**src/rtl/gbn_pkg.sv**
```systemverilog
// Shared constants for the go-back-n sender window.
`default_nettype none
package gbn_pkg;
	localparam int SEQ_SPACE = 16;
	localparam int SEQ_W     = $clog2(SEQ_SPACE);
	localparam int REF_W     = 32;
	localparam int LEN_W     = 7;
	localparam int MAX_LEN   = 127;
	localparam int WIN_W     = 4;

	localparam logic [WIN_W-1:0] WIN_RESET = WIN_W'(4);

	localparam logic [1:0] ACT_NEW     = 2'd0;
	localparam logic [1:0] ACT_ACK     = 2'd1;
	localparam logic [1:0] ACT_TIMEOUT = 2'd2;
endpackage
`default_nettype wire

```
**src/rtl/gbn_in_if.sv**
```systemverilog
// Input channel: one event transaction per handshake.
`default_nettype none
interface gbn_in_if;
	logic                       valid;
	logic                       ready;
	logic [1:0]                 action;
	logic [gbn_pkg::REF_W-1:0]  payload_ref;
	logic [gbn_pkg::LEN_W-1:0]  payload_len;
	logic [gbn_pkg::SEQ_W-1:0]  ack_seq;
	logic                       ack_ok;

	modport source (output valid, action, payload_ref, payload_len, ack_seq, ack_ok,
		input ready);
	modport sink (input valid, action, payload_ref, payload_len, ack_seq, ack_ok,
		output ready);
endinterface
`default_nettype wire

```
**src/rtl/gbn_out_if.sv**
```systemverilog
// Output channel: one send or status transaction per handshake.
`default_nettype none
interface gbn_out_if;
	logic                       valid;
	logic                       ready;
	logic                       is_send;
	logic [gbn_pkg::SEQ_W-1:0]  send_seq;
	logic [gbn_pkg::REF_W-1:0]  send_ref;
	logic [gbn_pkg::LEN_W-1:0]  send_len;
	logic                       timer_start;
	logic                       timer_stop;
	logic                       accepted;
	logic                       last;

	modport source (output valid, is_send, send_seq, send_ref, send_len, timer_start,
		timer_stop, accepted, last, input ready);
	modport sink (input valid, is_send, send_seq, send_ref, send_len, timer_start,
		timer_stop, accepted, last, output ready);
endinterface
`default_nettype wire

```
**src/rtl/go_back_n_sender_window.sv**
```systemverilog
// Go-back-n sender window: sequencer, packet store and output register.
// New message / ack: the execute state loads the result into the output register once it is free.
// Timeout with N outstanding: the execute state issues the first packet store read, then the
// resend state sends one per cycle from the read port while the output register is free.
// Input is taken only in the idle state; the output register lets the next event
// enter while the previous result waits. Async reset clears window state and sets
// window_size to 4; the packet store is not cleared.
`default_nettype none
module go_back_n_sender_window (
	input  wire logic                        clk,
	input  wire logic                        arst_n,
	input  wire logic                        cfg_we,
	input  wire logic [gbn_pkg::WIN_W-1:0]   cfg_wdata,
	gbn_in_if.sink                           in_ch,
	gbn_out_if.source                        out_ch
);
	localparam int SW = gbn_pkg::SEQ_W;
	localparam int RW = gbn_pkg::REF_W;
	localparam int LW = gbn_pkg::LEN_W;
	localparam logic [SW-1:0] WIN_MAX = SW'(gbn_pkg::SEQ_SPACE - 1);
	localparam logic [LW-1:0] LEN_MAX = LW'(gbn_pkg::MAX_LEN);

	typedef enum logic [1:0] {S_IDLE, S_EXEC, S_RPLY} state_t;

	state_t                 state_q;
	logic [gbn_pkg::WIN_W-1:0] win_q;
	logic [SW-1:0]          base_q;
	logic [SW-1:0]          next_q;
	logic [1:0]             act_q;
	logic [RW-1:0]          ref_q;
	logic [LW-1:0]          len_q;
	logic [SW-1:0]          ack_q;
	logic                   ok_q;
	logic [SW-1:0]          rd_seq_q;
	logic [RW+LW-1:0]       rd_data_q;
	logic [RW+LW-1:0]       mem [gbn_pkg::SEQ_SPACE];

	logic                   out_valid_q;
	logic                   o_send_q;
	logic [SW-1:0]          o_seq_q;
	logic [RW-1:0]          o_ref_q;
	logic [LW-1:0]          o_len_q;
	logic                   o_tstart_q;
	logic                   o_tstop_q;
	logic                   o_acc_q;
	logic                   o_last_q;

	logic                   in_fire;
	logic                   out_free;
	logic                   out_load;
	logic [SW-1:0]          win_eff;
	logic [SW-1:0]          outst;
	logic [SW-1:0]          ack_dist;
	logic [SW-1:0]          inc_a;
	logic [SW-1:0]          inc;
	logic                   mem_we;
	logic                   rd_en;
	logic [SW-1:0]          rd_addr;
	logic                   ack_good;

	assign in_ch.ready = (state_q == S_IDLE);
	assign in_fire     = in_ch.valid && in_ch.ready;
	assign out_free    = !out_valid_q || out_ch.ready;

	assign win_eff  = (SW'(win_q) > WIN_MAX) ? WIN_MAX : SW'(win_q);
	assign outst    = next_q - base_q;
	assign ack_dist = ack_q - base_q;
	assign ack_good = ok_q && (ack_dist < outst);

	// shared sequence incrementer
	always_comb begin
		unique case (state_q)
			S_RPLY:  inc_a = rd_seq_q;
			default: inc_a = (act_q == gbn_pkg::ACT_ACK) ? ack_q : next_q;
		endcase
	end
	assign inc = inc_a + SW'(1);

	always_comb begin
		mem_we   = 1'b0;
		rd_en    = 1'b0;
		rd_addr  = base_q;
		out_load = 1'b0;
		unique case (state_q)
			S_EXEC: begin
				if (act_q == gbn_pkg::ACT_NEW && out_free && outst < win_eff)
					mem_we = 1'b1;
				if (act_q == gbn_pkg::ACT_TIMEOUT && outst != '0)
					rd_en = 1'b1;
				if (out_free && (act_q == gbn_pkg::ACT_NEW || act_q == gbn_pkg::ACT_ACK
					|| (act_q == gbn_pkg::ACT_TIMEOUT && outst == '0)))
					out_load = 1'b1;
			end
			S_RPLY: begin
				rd_addr  = inc;
				out_load = out_free;
				if (out_free && inc != next_q)
					rd_en = 1'b1;
			end
			default: ;
		endcase
	end

	always_ff @(posedge clk) begin
		if (mem_we)
			mem[next_q] <= {ref_q, len_q};
		if (rd_en)
			rd_data_q <= mem[rd_addr];
	end

	always_ff @(posedge clk or negedge arst_n) begin
		if (!arst_n) begin
			state_q     <= S_IDLE;
			win_q       <= gbn_pkg::WIN_RESET;
			base_q      <= '0;
			next_q      <= '0;
			act_q       <= gbn_pkg::ACT_NEW;
			ref_q       <= '0;
			len_q       <= '0;
			ack_q       <= '0;
			ok_q        <= 1'b0;
			rd_seq_q    <= '0;
			out_valid_q <= 1'b0;
			o_send_q    <= 1'b0;
			o_seq_q     <= '0;
			o_ref_q     <= '0;
			o_len_q     <= '0;
			o_tstart_q  <= 1'b0;
			o_tstop_q   <= 1'b0;
			o_acc_q     <= 1'b0;
			o_last_q    <= 1'b0;
		end else begin
			if (cfg_we)
				win_q <= cfg_wdata;
			if (out_valid_q && out_ch.ready && !out_load)
				out_valid_q <= 1'b0;

			unique case (state_q)
				S_IDLE: begin
					if (in_fire) begin
						act_q <= in_ch.action;
						ref_q <= in_ch.payload_ref;
						len_q <= (in_ch.payload_len > LEN_MAX) ? LEN_MAX : in_ch.payload_len;
						ack_q <= in_ch.ack_seq;
						ok_q  <= in_ch.ack_ok;
						if (in_ch.action == gbn_pkg::ACT_NEW || in_ch.action == gbn_pkg::ACT_ACK
							|| in_ch.action == gbn_pkg::ACT_TIMEOUT)
							state_q <= S_EXEC;
					end
				end
				S_EXEC: begin
					case (act_q)
						gbn_pkg::ACT_NEW: begin
							if (out_free) begin
								out_valid_q <= 1'b1;
								o_tstop_q   <= 1'b0;
								o_last_q    <= 1'b1;
								if (outst < win_eff) begin
									o_send_q   <= 1'b1;
									o_seq_q    <= next_q;
									o_ref_q    <= ref_q;
									o_len_q    <= len_q;
									o_tstart_q <= (outst == '0);
									o_acc_q    <= 1'b1;
									next_q     <= inc;
								end else begin
									o_send_q   <= 1'b0;
									o_seq_q    <= '0;
									o_ref_q    <= '0;
									o_len_q    <= '0;
									o_tstart_q <= 1'b0;
									o_acc_q    <= 1'b0;
								end
								state_q <= S_IDLE;
							end
						end
						gbn_pkg::ACT_ACK: begin
							if (out_free) begin
								out_valid_q <= 1'b1;
								o_send_q    <= 1'b0;
								o_seq_q     <= '0;
								o_ref_q     <= '0;
								o_len_q     <= '0;
								o_tstart_q  <= 1'b0;
								o_last_q    <= 1'b1;
								o_acc_q     <= ack_good;
								o_tstop_q   <= ack_good && (inc == next_q);
								if (ack_good)
									base_q <= inc;
								state_q <= S_IDLE;
							end
						end
						gbn_pkg::ACT_TIMEOUT: begin
							if (outst != '0) begin
								rd_seq_q <= base_q;
								state_q  <= S_RPLY;
							end else if (out_free) begin
								out_valid_q <= 1'b1;
								o_send_q    <= 1'b0;
								o_seq_q     <= '0;
								o_ref_q     <= '0;
								o_len_q     <= '0;
								o_tstart_q  <= 1'b1;
								o_tstop_q   <= 1'b0;
								o_acc_q     <= 1'b0;
								o_last_q    <= 1'b1;
								state_q     <= S_IDLE;
							end
						end
						default: state_q <= S_IDLE;
					endcase
				end
				S_RPLY: begin
					if (out_free) begin
						out_valid_q <= 1'b1;
						o_send_q    <= 1'b1;
						o_seq_q     <= rd_seq_q;
						o_ref_q     <= rd_data_q[RW+LW-1:LW];
						o_len_q     <= rd_data_q[LW-1:0];
						o_tstart_q  <= (rd_seq_q == base_q);
						o_tstop_q   <= 1'b0;
						o_acc_q     <= 1'b0;
						o_last_q    <= (inc == next_q);
						rd_seq_q    <= inc;
						if (inc == next_q)
							state_q <= S_IDLE;
					end
				end
				default: state_q <= S_IDLE;
			endcase
		end
	end

	assign out_ch.valid       = out_valid_q;
	assign out_ch.is_send     = o_send_q;
	assign out_ch.send_seq    = o_seq_q;
	assign out_ch.send_ref    = o_ref_q;
	assign out_ch.send_len    = o_len_q;
	assign out_ch.timer_start = o_tstart_q;
	assign out_ch.timer_stop  = o_tstop_q;
	assign out_ch.accepted    = o_acc_q;
	assign out_ch.last        = o_last_q;
endmodule
`default_nettype wire

```
**src/flat_wrapper.sv**
```systemverilog
// flat-port wrapper written by rule: the top's interface ports become plain ports
module go_back_n_sender_window_flat 
  (clk, arst_n, cfg_we, cfg_wdata, in_ch_valid, in_ch_action, in_ch_payload_ref, in_ch_payload_len, in_ch_ack_seq, in_ch_ack_ok, in_ch_ready, out_ch_valid, out_ch_is_send, out_ch_send_seq, out_ch_send_ref, out_ch_send_len, out_ch_timer_start, out_ch_timer_stop, out_ch_accepted, out_ch_last, out_ch_ready);
  gbn_in_if in_ch_i ();
  gbn_out_if out_ch_i ();
  input  wire logic clk;
  input  wire logic arst_n;
  input  wire logic cfg_we;
  input  wire logic [gbn_pkg::WIN_W-1:0] cfg_wdata;
  input wire logic [$bits(in_ch_i.valid)-1:0] in_ch_valid;
  input wire logic [$bits(in_ch_i.action)-1:0] in_ch_action;
  input wire logic [$bits(in_ch_i.payload_ref)-1:0] in_ch_payload_ref;
  input wire logic [$bits(in_ch_i.payload_len)-1:0] in_ch_payload_len;
  input wire logic [$bits(in_ch_i.ack_seq)-1:0] in_ch_ack_seq;
  input wire logic [$bits(in_ch_i.ack_ok)-1:0] in_ch_ack_ok;
  output wire logic [$bits(in_ch_i.ready)-1:0] in_ch_ready;
  output wire logic [$bits(out_ch_i.valid)-1:0] out_ch_valid;
  output wire logic [$bits(out_ch_i.is_send)-1:0] out_ch_is_send;
  output wire logic [$bits(out_ch_i.send_seq)-1:0] out_ch_send_seq;
  output wire logic [$bits(out_ch_i.send_ref)-1:0] out_ch_send_ref;
  output wire logic [$bits(out_ch_i.send_len)-1:0] out_ch_send_len;
  output wire logic [$bits(out_ch_i.timer_start)-1:0] out_ch_timer_start;
  output wire logic [$bits(out_ch_i.timer_stop)-1:0] out_ch_timer_stop;
  output wire logic [$bits(out_ch_i.accepted)-1:0] out_ch_accepted;
  output wire logic [$bits(out_ch_i.last)-1:0] out_ch_last;
  input wire logic [$bits(out_ch_i.ready)-1:0] out_ch_ready;
  assign in_ch_i.valid = in_ch_valid;
  assign in_ch_i.action = in_ch_action;
  assign in_ch_i.payload_ref = in_ch_payload_ref;
  assign in_ch_i.payload_len = in_ch_payload_len;
  assign in_ch_i.ack_seq = in_ch_ack_seq;
  assign in_ch_i.ack_ok = in_ch_ack_ok;
  assign in_ch_ready = in_ch_i.ready;
  assign out_ch_valid = out_ch_i.valid;
  assign out_ch_is_send = out_ch_i.is_send;
  assign out_ch_send_seq = out_ch_i.send_seq;
  assign out_ch_send_ref = out_ch_i.send_ref;
  assign out_ch_send_len = out_ch_i.send_len;
  assign out_ch_timer_start = out_ch_i.timer_start;
  assign out_ch_timer_stop = out_ch_i.timer_stop;
  assign out_ch_accepted = out_ch_i.accepted;
  assign out_ch_last = out_ch_i.last;
  assign out_ch_i.ready = out_ch_ready;
  go_back_n_sender_window u_core (.clk(clk), .arst_n(arst_n), .cfg_we(cfg_we), .cfg_wdata(cfg_wdata), .in_ch(in_ch_i), .out_ch(out_ch_i));
endmodule
```
**config.mk**
```make
export PLATFORM = sky130hd
export DESIGN_NAME = go_back_n_sender_window_flat
export DESIGN_NICKNAME = d
export VERILOG_FILES = /design/src/rtl/gbn_pkg.sv /design/src/rtl/gbn_in_if.sv /design/src/rtl/gbn_out_if.sv /design/src/rtl/go_back_n_sender_window.sv /design/src/flat_wrapper.sv
export SDC_FILE = /design/constraint.sdc
export NUM_CORES = 1
export LEC_CHECK = 0
export ABC_CLOCK_PERIOD_IN_PS = 7500
export BUFFER_PORTS_ARGS = -buffer_cell sky130_fd_sc_hd__buf_4
export CAP_MARGIN = 25
export CORE_ASPECT_RATIO = 0.5
export CORE_MARGIN = 8
export CORE_UTILIZATION = 50
export DETAILED_ROUTE_END_ITERATION = 10
export HOLD_SLACK_MARGIN = 0.15
export PLACE_DENSITY_LB_ADDON = 0.3
export SETUP_SLACK_MARGIN = 0.3
export SYNTH_ARGS = -nofsm -noshare
export SYNTH_HDL_FRONTEND = slang
export SYNTH_SLANG_ARGS = --single-unit
```
**constraint.sdc**
```tcl
create_clock -name clk -period 7.5 [get_ports clk]
set_input_delay 0.75 -clock clk [delete_from_list [all_inputs] [get_ports clk]]
set_output_delay 0.75 -clock clk [all_outputs]
set_load 0.02 [all_outputs]
```
==> summary.txt, run 1 <==
Status
  – Outcome: finished, final reports clean

Synth
  – Share of the yosys chip area belonging to registers: 74.6%
  – Distinct cell type count after synthesis: 56
  – Post-synth EDFFs: 663
  – Syn_nets: 1707
  – Largest cells by area after synthesis: edfxtp_1 65%, mux4_2 12%, dfrtp_1 9.2%
  – Post-synth top flop: edfxtp_1
  – Post-Syn Area: 30500 sq um
  – Yosys warns: 0
  – Yosys top cell by area: edfxtp_1
  – Post-Syn Instances: 1630
  – Average size of a mapped cell: 18.7 sq um
  – Yosys reg bits: just under 800
  – Post-synth ARST share: 14.6%
  – Area share of the largest cell type after synthesis: between 60% and 70%

Global routing
  – GRT Overall Usage: 19.0%
  – Initial antenna violation count: 1
  – Vias in the first global route: 16000
  – First-pass GRT wire length: approximately 100 mm
  – Overflow after GRT: 0
  – Largest net degree at the start of global routing: 96

STA
  – Crit share post-route: 61.1%
  – Finish-stage setup viols: 0
  – Final Hold Vio Count: 0
  – Final Max Tran Viols: 0
  – Final TNS setup: 0 ns
  – Worst hold slack: between 0.15 and 0.2 ns
  – Max_slew headroom: 33.9%
  – Fin crit period: 4.58 ns
  – Fmax: 0.218 GHz
  – Clock skew: approximately 0.019 ns
  – RSZ-0062 raised after global routing: false
  – Worst-Margin Slew: just under 1 ns

Placement
  – RePlAce Congestion: 0.810
  – DPL Wire Length: 36.2 mm
  – Placed cell area: 32400 sq um
  – IO buf count: around 100

Setup path
  – Worst EP required: about 7.7 ns
  – Most used cell, CP: inv_1
  – RR Endpoint: u_core.mem[3][20]
  – CP Launch Type: register
  – CP max FO: 22
  – FF-to-FF path depth: 14
  – Maximum single-stage delay on the critical path: 0.76 ns
  – CP endpoint: u_core.mem[3][20]
  – Worst Setup SP: u_core.next_q[0]
  – Crit-path cells: inv_1, ha_1, inv_1, fa_1, xnor2_1, inv_1, ha_1, o21ai_0, a21oi_1, nor3_1, buf_4, nand3b_1, nor2_4, buf_4
  – CP endpoint kind: register
  – Arrival time at the worst endpoint: 4.81 ns
  – Reg2reg setup slack: 2.92 ns
  – CP Class: register to register
  – Reg2reg start: u_core.next_q[0]
  – Slowest cell on the critical path: nor2_4

Power
  – Net switching power: 0.00504 W
  – Combinational share of power: 33.1%
  – Internal power consumption: 0.00962 W
  – Seq pwr share: 43.7%
  – Switching share of power: 34.4%
  – Clock share of power: 23.1%
  – PD cells: ~420 nW/um^2
  – Max IR drop VDD: 0.394 mV
  – Leak Pwr: 11.7 nW

Worst hold path
  – Hold Path Class: primary input to async pin

Final layout
  – Most frequent cells in the layout: 663 x edfxtp_1, 156 x mux4_2, 136 x nand2_1
  – Final nets: 1822
  – Layout cells sized above 1: a little over a quarter
  – Antenna cells: 0
  – Commonest non-fill, non-tap cell in the layout: edfxtp_1
  – Fin area: between 30000 and 40000 sq um
  – Final core utilization: 56.9%
  – Syn-to-layout area delta: 13.3%

Floorplanning
  – I/O pin total: 105
  – Die extent in y: 191 um
  – Core ar.: 60700 sq um
  – Area of the die: 69600 sq um
  – Site row count: 64
  – Die W: 365 um
  – Initial Util: about half

Drt
  – DR vias: 15700
  – Drt via density: around 6.0
  – Drt wl/cell: 25.1 um
  – Drt pass-1 iters: 6
  – Drt total wl: approximately 66 mm
  – Initial drt markers: 1716
  – Antenna Nets Post-Route: 0
  – Drt drc: 0

CTS
  – Worst-Skew Late Latency: 0.59 ns
  – Post_cts resized: 0
  – CTS tree: yes
  – CTS Buf Count: 69
  – # clock sinks: 776
  – H-tree depth: 3
  – Clock transition at path regs: 0.07 ns
  – Max Root-Sink Buffers: 3
  – Clock root buffer: clkbuf_16
  – Post-cts hold buffer count: 0
  – Number of post-CTS setup repair buffers: 0

Job
  – Max-Cap Viols: 0
-- cell families (layout without fill, tap and decap cells) --
| kind of cell | count (synthesis) | count (layout) | synth area share, % |
|---|---|---|---|
| compound gates | 275 | 275 | 5.65 |
| simple gates | 200 | 200 | 2.76 |
| xor+xnor | 18 | 18 | 0.517 |
| mux | 218 | 218 | 13.8 |
| buf+inv | 121 | 288 | 1.75 |
| fa+ha+maj | 22 | 22 | 0.952 |
| flops | 776 | 776 | 74.6 |
-- worst max-delay path, delay by kind of cell, from the launching register on --
kind,cells,cell delay (ns)
flip-flops,1,0.47
AND/OR/NAND/NOR,3,1.28
adder cells (fa/ha/maj),3,0.83
XOR/XNOR,1,0.35
buffers and inverters,5,1.04
AO/OA/AOI/OAI,2,0.22
-- cells in the mapped netlist, drive strengths merged, types with 2 or more instances --
library cell and number:
mux2 57, nand3 2, nand2 137, nor2b 3, mux2i 5, o211a 2
dfrtp 112, buf 38, or3 2, mux4 156, edfxtp 663, nand3b 2
a31oi 2, a21oi 100, a22oi 79, o21ai 60, nor4 2, o31a 5
o31ai 3, nor2 27, o211ai 4, o21a 2, fa 2, a221oi 5
inv 25, nand2b 9, a21o 3, a21boi 2, nor3 12, xnor2 14
ha 20, clkbuf 57, xor2 4
-- state kept, by name, summed over array words and instances, names as in the netlist, 2 cells and up --
name and count:
u_core.ack_q 4, u_core.state_q 2, u_core.len_q 7, u_core.mem 624, u_core.out_ch.send_seq 4, u_core.rd_data_q 39
u_core.act_q 2, u_core.out_ch.send_ref 32, u_core.ref_q 32, u_core.base_q 4, u_core.win_q 4, u_core.next_q 4
u_core.out_ch.send_len 7, u_core.rd_seq_q 4
-- layer usage --
metal | vias up | share of wire (%) | GRT usage [%]
li1 | 6762 | - | -
met1 | 8276 | 45 | 28.1
met2 | 533 | 48 | 30.2
met3 | 83 | 6.2 | 2.95
met4 | 0 | 1.4 | 3.87
met5 | - | 0 | 0
-- cell type report --
type / instances / area [sq um]
Multi-Input combinational cell: 733 / 7410
Clock inverter: 34 / 309
Fill cell: 4569 / 26200
Inverter: 26 / 97.6
Sequential cell: 776 / 22700
Timing Repair Buffer: 139 / 1130
Clock buffer: 89 / 1820
Tap cell: 825 / 1030
-- metrics by stage --
| step | setup slack, ns | total power, W | cells |
|---|---|---|---|
| after global placement | 3.04 | 0.0113 | 2497 |
| after detailed placement | 2.93 | 0.0114 | 2498 |
| final | 2.92 | 0.0147 | 2622 |
| after CTS | 2.90 | 0.0147 | 2621 |
| after global routing | 2.68 | 0.0154 | 2622 |
| after floorplan | 1.56 | 0.00974 | 1630 |
-- worst min-delay path by stage --
stage	startpoint	endpoint	slack [ns]	cells past startpoint
after floorplan	arst_n	u_core.ack_q[0]	0.45	0
after global placement	u_core.out_ch.send_len[3]	u_core.out_ch.send_len[3]	0.46	2
after detailed placement	u_core.out_ch.send_ref[10]	u_core.out_ch.send_ref[10]	0.47	2
after CTS	arst_n	u_core.ref_q[26]	0.16	1
after global routing	arst_n	u_core.ref_q[26]	0.17	1
final	arst_n	u_core.ref_q[26]	0.15	1
-- power groups by stage --
stage	Clock (W)	Sequential (W)	Combinational [W]
global placement	0	0.00646	0.00481
CTS	0.00345	0.00641	0.00489
floorplan	0	0.00630	0.00344
finish	0.00340	0.00641	0.00486
detailed placement	0	0.00650	0.00485
global route	0.00362	0.00650	0.00531
No activity file was read; power rests on OpenSTA's default activity.
==> run 2, diff against run 1 <==
ABC_AREA = 1   (was not set)
ABC_CLOCK_PERIOD_IN_PS = 4000   (was 7500)
clock period = 4 ns   (was 7.5 ns; I/O delays follow)
==> run 2 against run 1 <==
Final cell count is 38% higher. Sequential power increased by 87%. Register-to-register slack worse by 2.4 ns. Sequential share of layout area shrank 3.4 points. Global-route usage increased by 2.1 points. Area after synthesis up 4.0%. Clock power increased by 85%. Non-clock buffer count increased by 89.
==> summary.txt, run 2 <==
Status
  – Outcome: finished, final reports clean

Drt
  – DR vias: 20900 (+33%)
  – Antenna Nets Post-Route: 0 (unchanged)
  – Drt via density: 5.77 (-3.3%)
  – Drt wl/cell: 21.7 um (-14%)
  – Drt pass-1 iters: 8 (+2)
  – Drt total wl: 78.5 mm (+19%)
  – Drt drc: 0 (unchanged)
  – Initial drt markers: 2337 (+36%)

Final layout
  – Top flop regs: u_core.mem (624), u_core.rd_data_q (39)
  – Final nets: 2797 (+54%)
  – Fin area: 36400 sq um (+5.5%)
  – Max reg flops: 624 (unchanged)
  – FF/Latch Area: 22700 sq um (unchanged)
  – Antenna cells: 0 (unchanged)
  – Syn-to-layout area delta: 14.9%
  – Layout cells sized above 1: 12.8% (-14 points)
  – Most flop-heavy register: u_core.mem
  – Commonest non-fill, non-tap cell in the layout: edfxtp_1
  – Filler cell count: 4943 (+8.2%)
  – Post-route insts no fill: 3611 (+38%)
  – Area taken by multi-input logic gates: 8180 sq um (+10%)
  – Most frequent cells in the layout: 663 x edfxtp_1, 454 x nand2_1, 332 x nor2_1

Synth
  – Post-Syn Area: 31700 sq um (+4.0%)
  – Average size of a mapped cell: 12.3 sq um (-34%)
  – Most numerous cell in the Yosys netlist: edfxtp_1
  – Share of the yosys chip area belonging to registers: 71.7% (-2.9 points)
  – Post-synth top flop: edfxtp_1
  – Yosys warns: 0 (unchanged)
  – Largest cells by area after synthesis: edfxtp_1 63%, dfrtp_1 8.8%, nand2_1 5.4%
  – Syn_nets: 2661 (+56%)
  – Distinct cell type count after synthesis: 42 (-25%)
  – Post-synth ARST share: 14.6% (unchanged)
  – Area share of the largest cell type after synthesis: 62.8% (-2.5 points)
  – Post-Syn Instances: 2584 (+59%)
  – Yosys top cell by area: edfxtp_1
  – Most frequent cells after synthesis: 663 x edfxtp_1, 455 x nand2_1, 348 x nor2_1, 241 x o21ai_0, 214 x o21ai_1
  – Yosys reg bits: 776 (unchanged)
  – Post-synth EDFFs: 663 (unchanged)

CTS
  – # clock sinks: 776 (unchanged)
  – Clock root buffer: clkbuf_16
  – CTS Buf Count: 69 (unchanged)
  – Clock transition at path regs: 0.07 ns (about the same)
  – CTS tree: yes
  – Max Root-Sink Buffers: 3 (unchanged)
  – Worst-Skew Late Latency: 0.60 ns (about the same)
  – H-tree depth: 3 (unchanged)

Floorplanning
  – I/O pin total: 105 (unchanged)
  – Core ar.: 62900 sq um (+3.6%)
  – Die W: 372 um (+1.9%)
  – Die extent in y: 194 um (+1.8%)
  – Area of the die: 72300 sq um (+3.8%)
  – Initial Util: 50.5% (+0.22 points)
  – Site row count: 65 (+1.6%)

Power
  – Max IR drop VDD: 0.870 mV (+120%)
  – PD cells: 804 nW/um^2 (+89%)
  – Leak Pwr: 13.2 nW (+12%)

STA
  – Crit share post-route: 88.0% (+27 points)
  – Final TNS setup: 0 ns (unchanged)
  – Clock skew: 0.0198 ns (+0.000813 ns)
  – Fin crit period: 3.52 ns (-1.06 ns)
  – Final worst slack: 0.481 ns (-2.44 ns)
  – Final Hold Vio Count: 0 (unchanged)
  – Finish-stage setup viols: 0 (unchanged)
  – Fmax: 0.284 GHz (+30%)
  – Final Max Tran Viols: 0 (unchanged)
  – RSZ-0062 raised after global routing: false
  – Worst-Margin Slew: 1.01 ns (+0.0189 ns)
  – Max_slew headroom: 32.7% (-1.2 points)
  – Worst hold slack: 0.256 ns (+0.103 ns)

Global routing
  – Largest net degree at the start of global routing: 124 (+29%)
  – Initial antenna violation count: 0 (-1)
  – Met3 Track Usage GR: 3.32% (+0.36 points)
  – Vias in the first global route: 20200 (+27%)
  – First-pass GRT wire length: 120 mm (+19%)
  – Met2 Use GR: 33.1% (+2.9 points)
  – GRT Overall Usage: 21.1% (+2.1 points)
  – Overflow after GRT: 0 (unchanged)
  – Met1 usage: 30.5% (+2.4 points)
  – GRT Max-Usage Layer: met2

Worst hold path
  – Hold Path Class: primary input to register
  – Hold depth: 5

Job
  – Max-Cap Viols: 0 (unchanged)

Setup path
  – CP Class: register to register
  – CP max FO: 123 (+460%)
  – Worst EP required: 4.34 ns (-3.39 ns)
  – Crit-path cells: inv_1, ha_2, buf_4, o21ai_4, inv_8, buf_12, o21ai_1, o22ai_1, nand2_1, o21ai_1, nand2_1, nand2_1
  – CP Launch Type: register
  – Most used cell, CP: nand2_1
  – CP endpoint kind: register
  – FF-to-FF path depth: 12 (-2)
  – Slowest cell on the critical path: o21ai_4
  – Maximum single-stage delay on the critical path: 0.76 ns (about the same)
  – Arrival time at the worst endpoint: 3.86 ns (-0.95 ns)

Placement
  – RePlAce Congestion: 0.845 (+4.3%)
  – DPL Wire Length: 45.9 mm (+27%)
  – Placed insts: 3431 (+37%)
  – Placed cell area: 33700 sq um (+3.9%)
  – Worst slack, placed: 0.325 ns (-2.61 ns)
  – IO buf count: 104 (unchanged)
run 2: logic make-up after synthesis:
| group | count (synthesis) | share of synthesized area (%) |
|---|---|---|
| AOI/OAI and AO/OA | 640 | 11.5 |
| xor gates and xnor gates | 8 | 0.268 |
| adders and majority gates | 22 | 0.915 |
| buffers and inverters | 206 | 3.22 |
| DFF | 776 | 71.7 |
| muxes | 43 | 1.53 |
| and+or+nand+nor | 889 | 10.9 |
run 2: area by class of cell:
cell class                 count  area share, %
sequential                   776           62.4
clock inverter                31          0.615
clock buffer                  94           5.14
multi-input combinational   1602           22.4
tap                          837           2.87
inverter                      43          0.477
timing repair buffer         228           6.07
run 2: final timing paths:
path                                            from                   endpoint  slack [ns]
max in group asynchronous                     arst_n            u_core.ref_q[2]        2.73
hold reg to reg            u_core.out_ch.send_len[4]  u_core.out_ch.send_len[4]        0.47
setup / recovery                   u_core.state_q[0]       u_core.rd_data_q[18]        0.48
setup reg to reg                   u_core.state_q[0]       u_core.rd_data_q[18]        0.48
hold / removal                          out_ch_ready        u_core.out_ch.valid        0.26
min in group asynchronous                     arst_n           u_core.ref_q[22]        0.34
run 2: timing repair:
action / 4_1_cts / 5_1_grt
gates resized for setup: 1 / 21
buffers inserted: 0 / 0
hold endpoints to repair: 102 / 0
pin swaps: 0 / 3
endpoints found under the setup margin: 10 / 656
gates cloned: 0 / 3
hold buffers: 52 / 0
run 2: layer usage:
metal	part of all wire [%]	vias up	wire [um]
met1	44	10300	34400
met5	0	-	0
met2	46	833	36000
met3	7.9	125	6190
met4	2.5	0	2000
li1	-	9565	-
run 2: through the flow:
step | total power [W] | util (%)
2_1_floorplan | 0.0192 | -
3_3_place_gp | 0.0228 | 53.5
3_5_place_dp | 0.0230 | 53.5
4_1_cts | 0.0293 | 57.7
5_1_grt | 0.0310 | 58.0
6_report | 0.0293 | 58.0
run 2: worst max-delay path, delay by kind of cell (launching register included):
family | cells | cell delay (ns)
buf+inv | 4 | 1.15
simple gates | 3 | 0.25
fa+ha+maj | 1 | 0.24
flops | 1 | 0.37
compound gates | 4 | 1.11
run 2: power breakdown:
| group | internal, W | switching [W] |
|---|---|---|
| Combinational | 0.00362 | 0.00736 |
| Clock | 0.00343 | 0.00287 |
| Sequential | 0.0106 | 0.00141 |
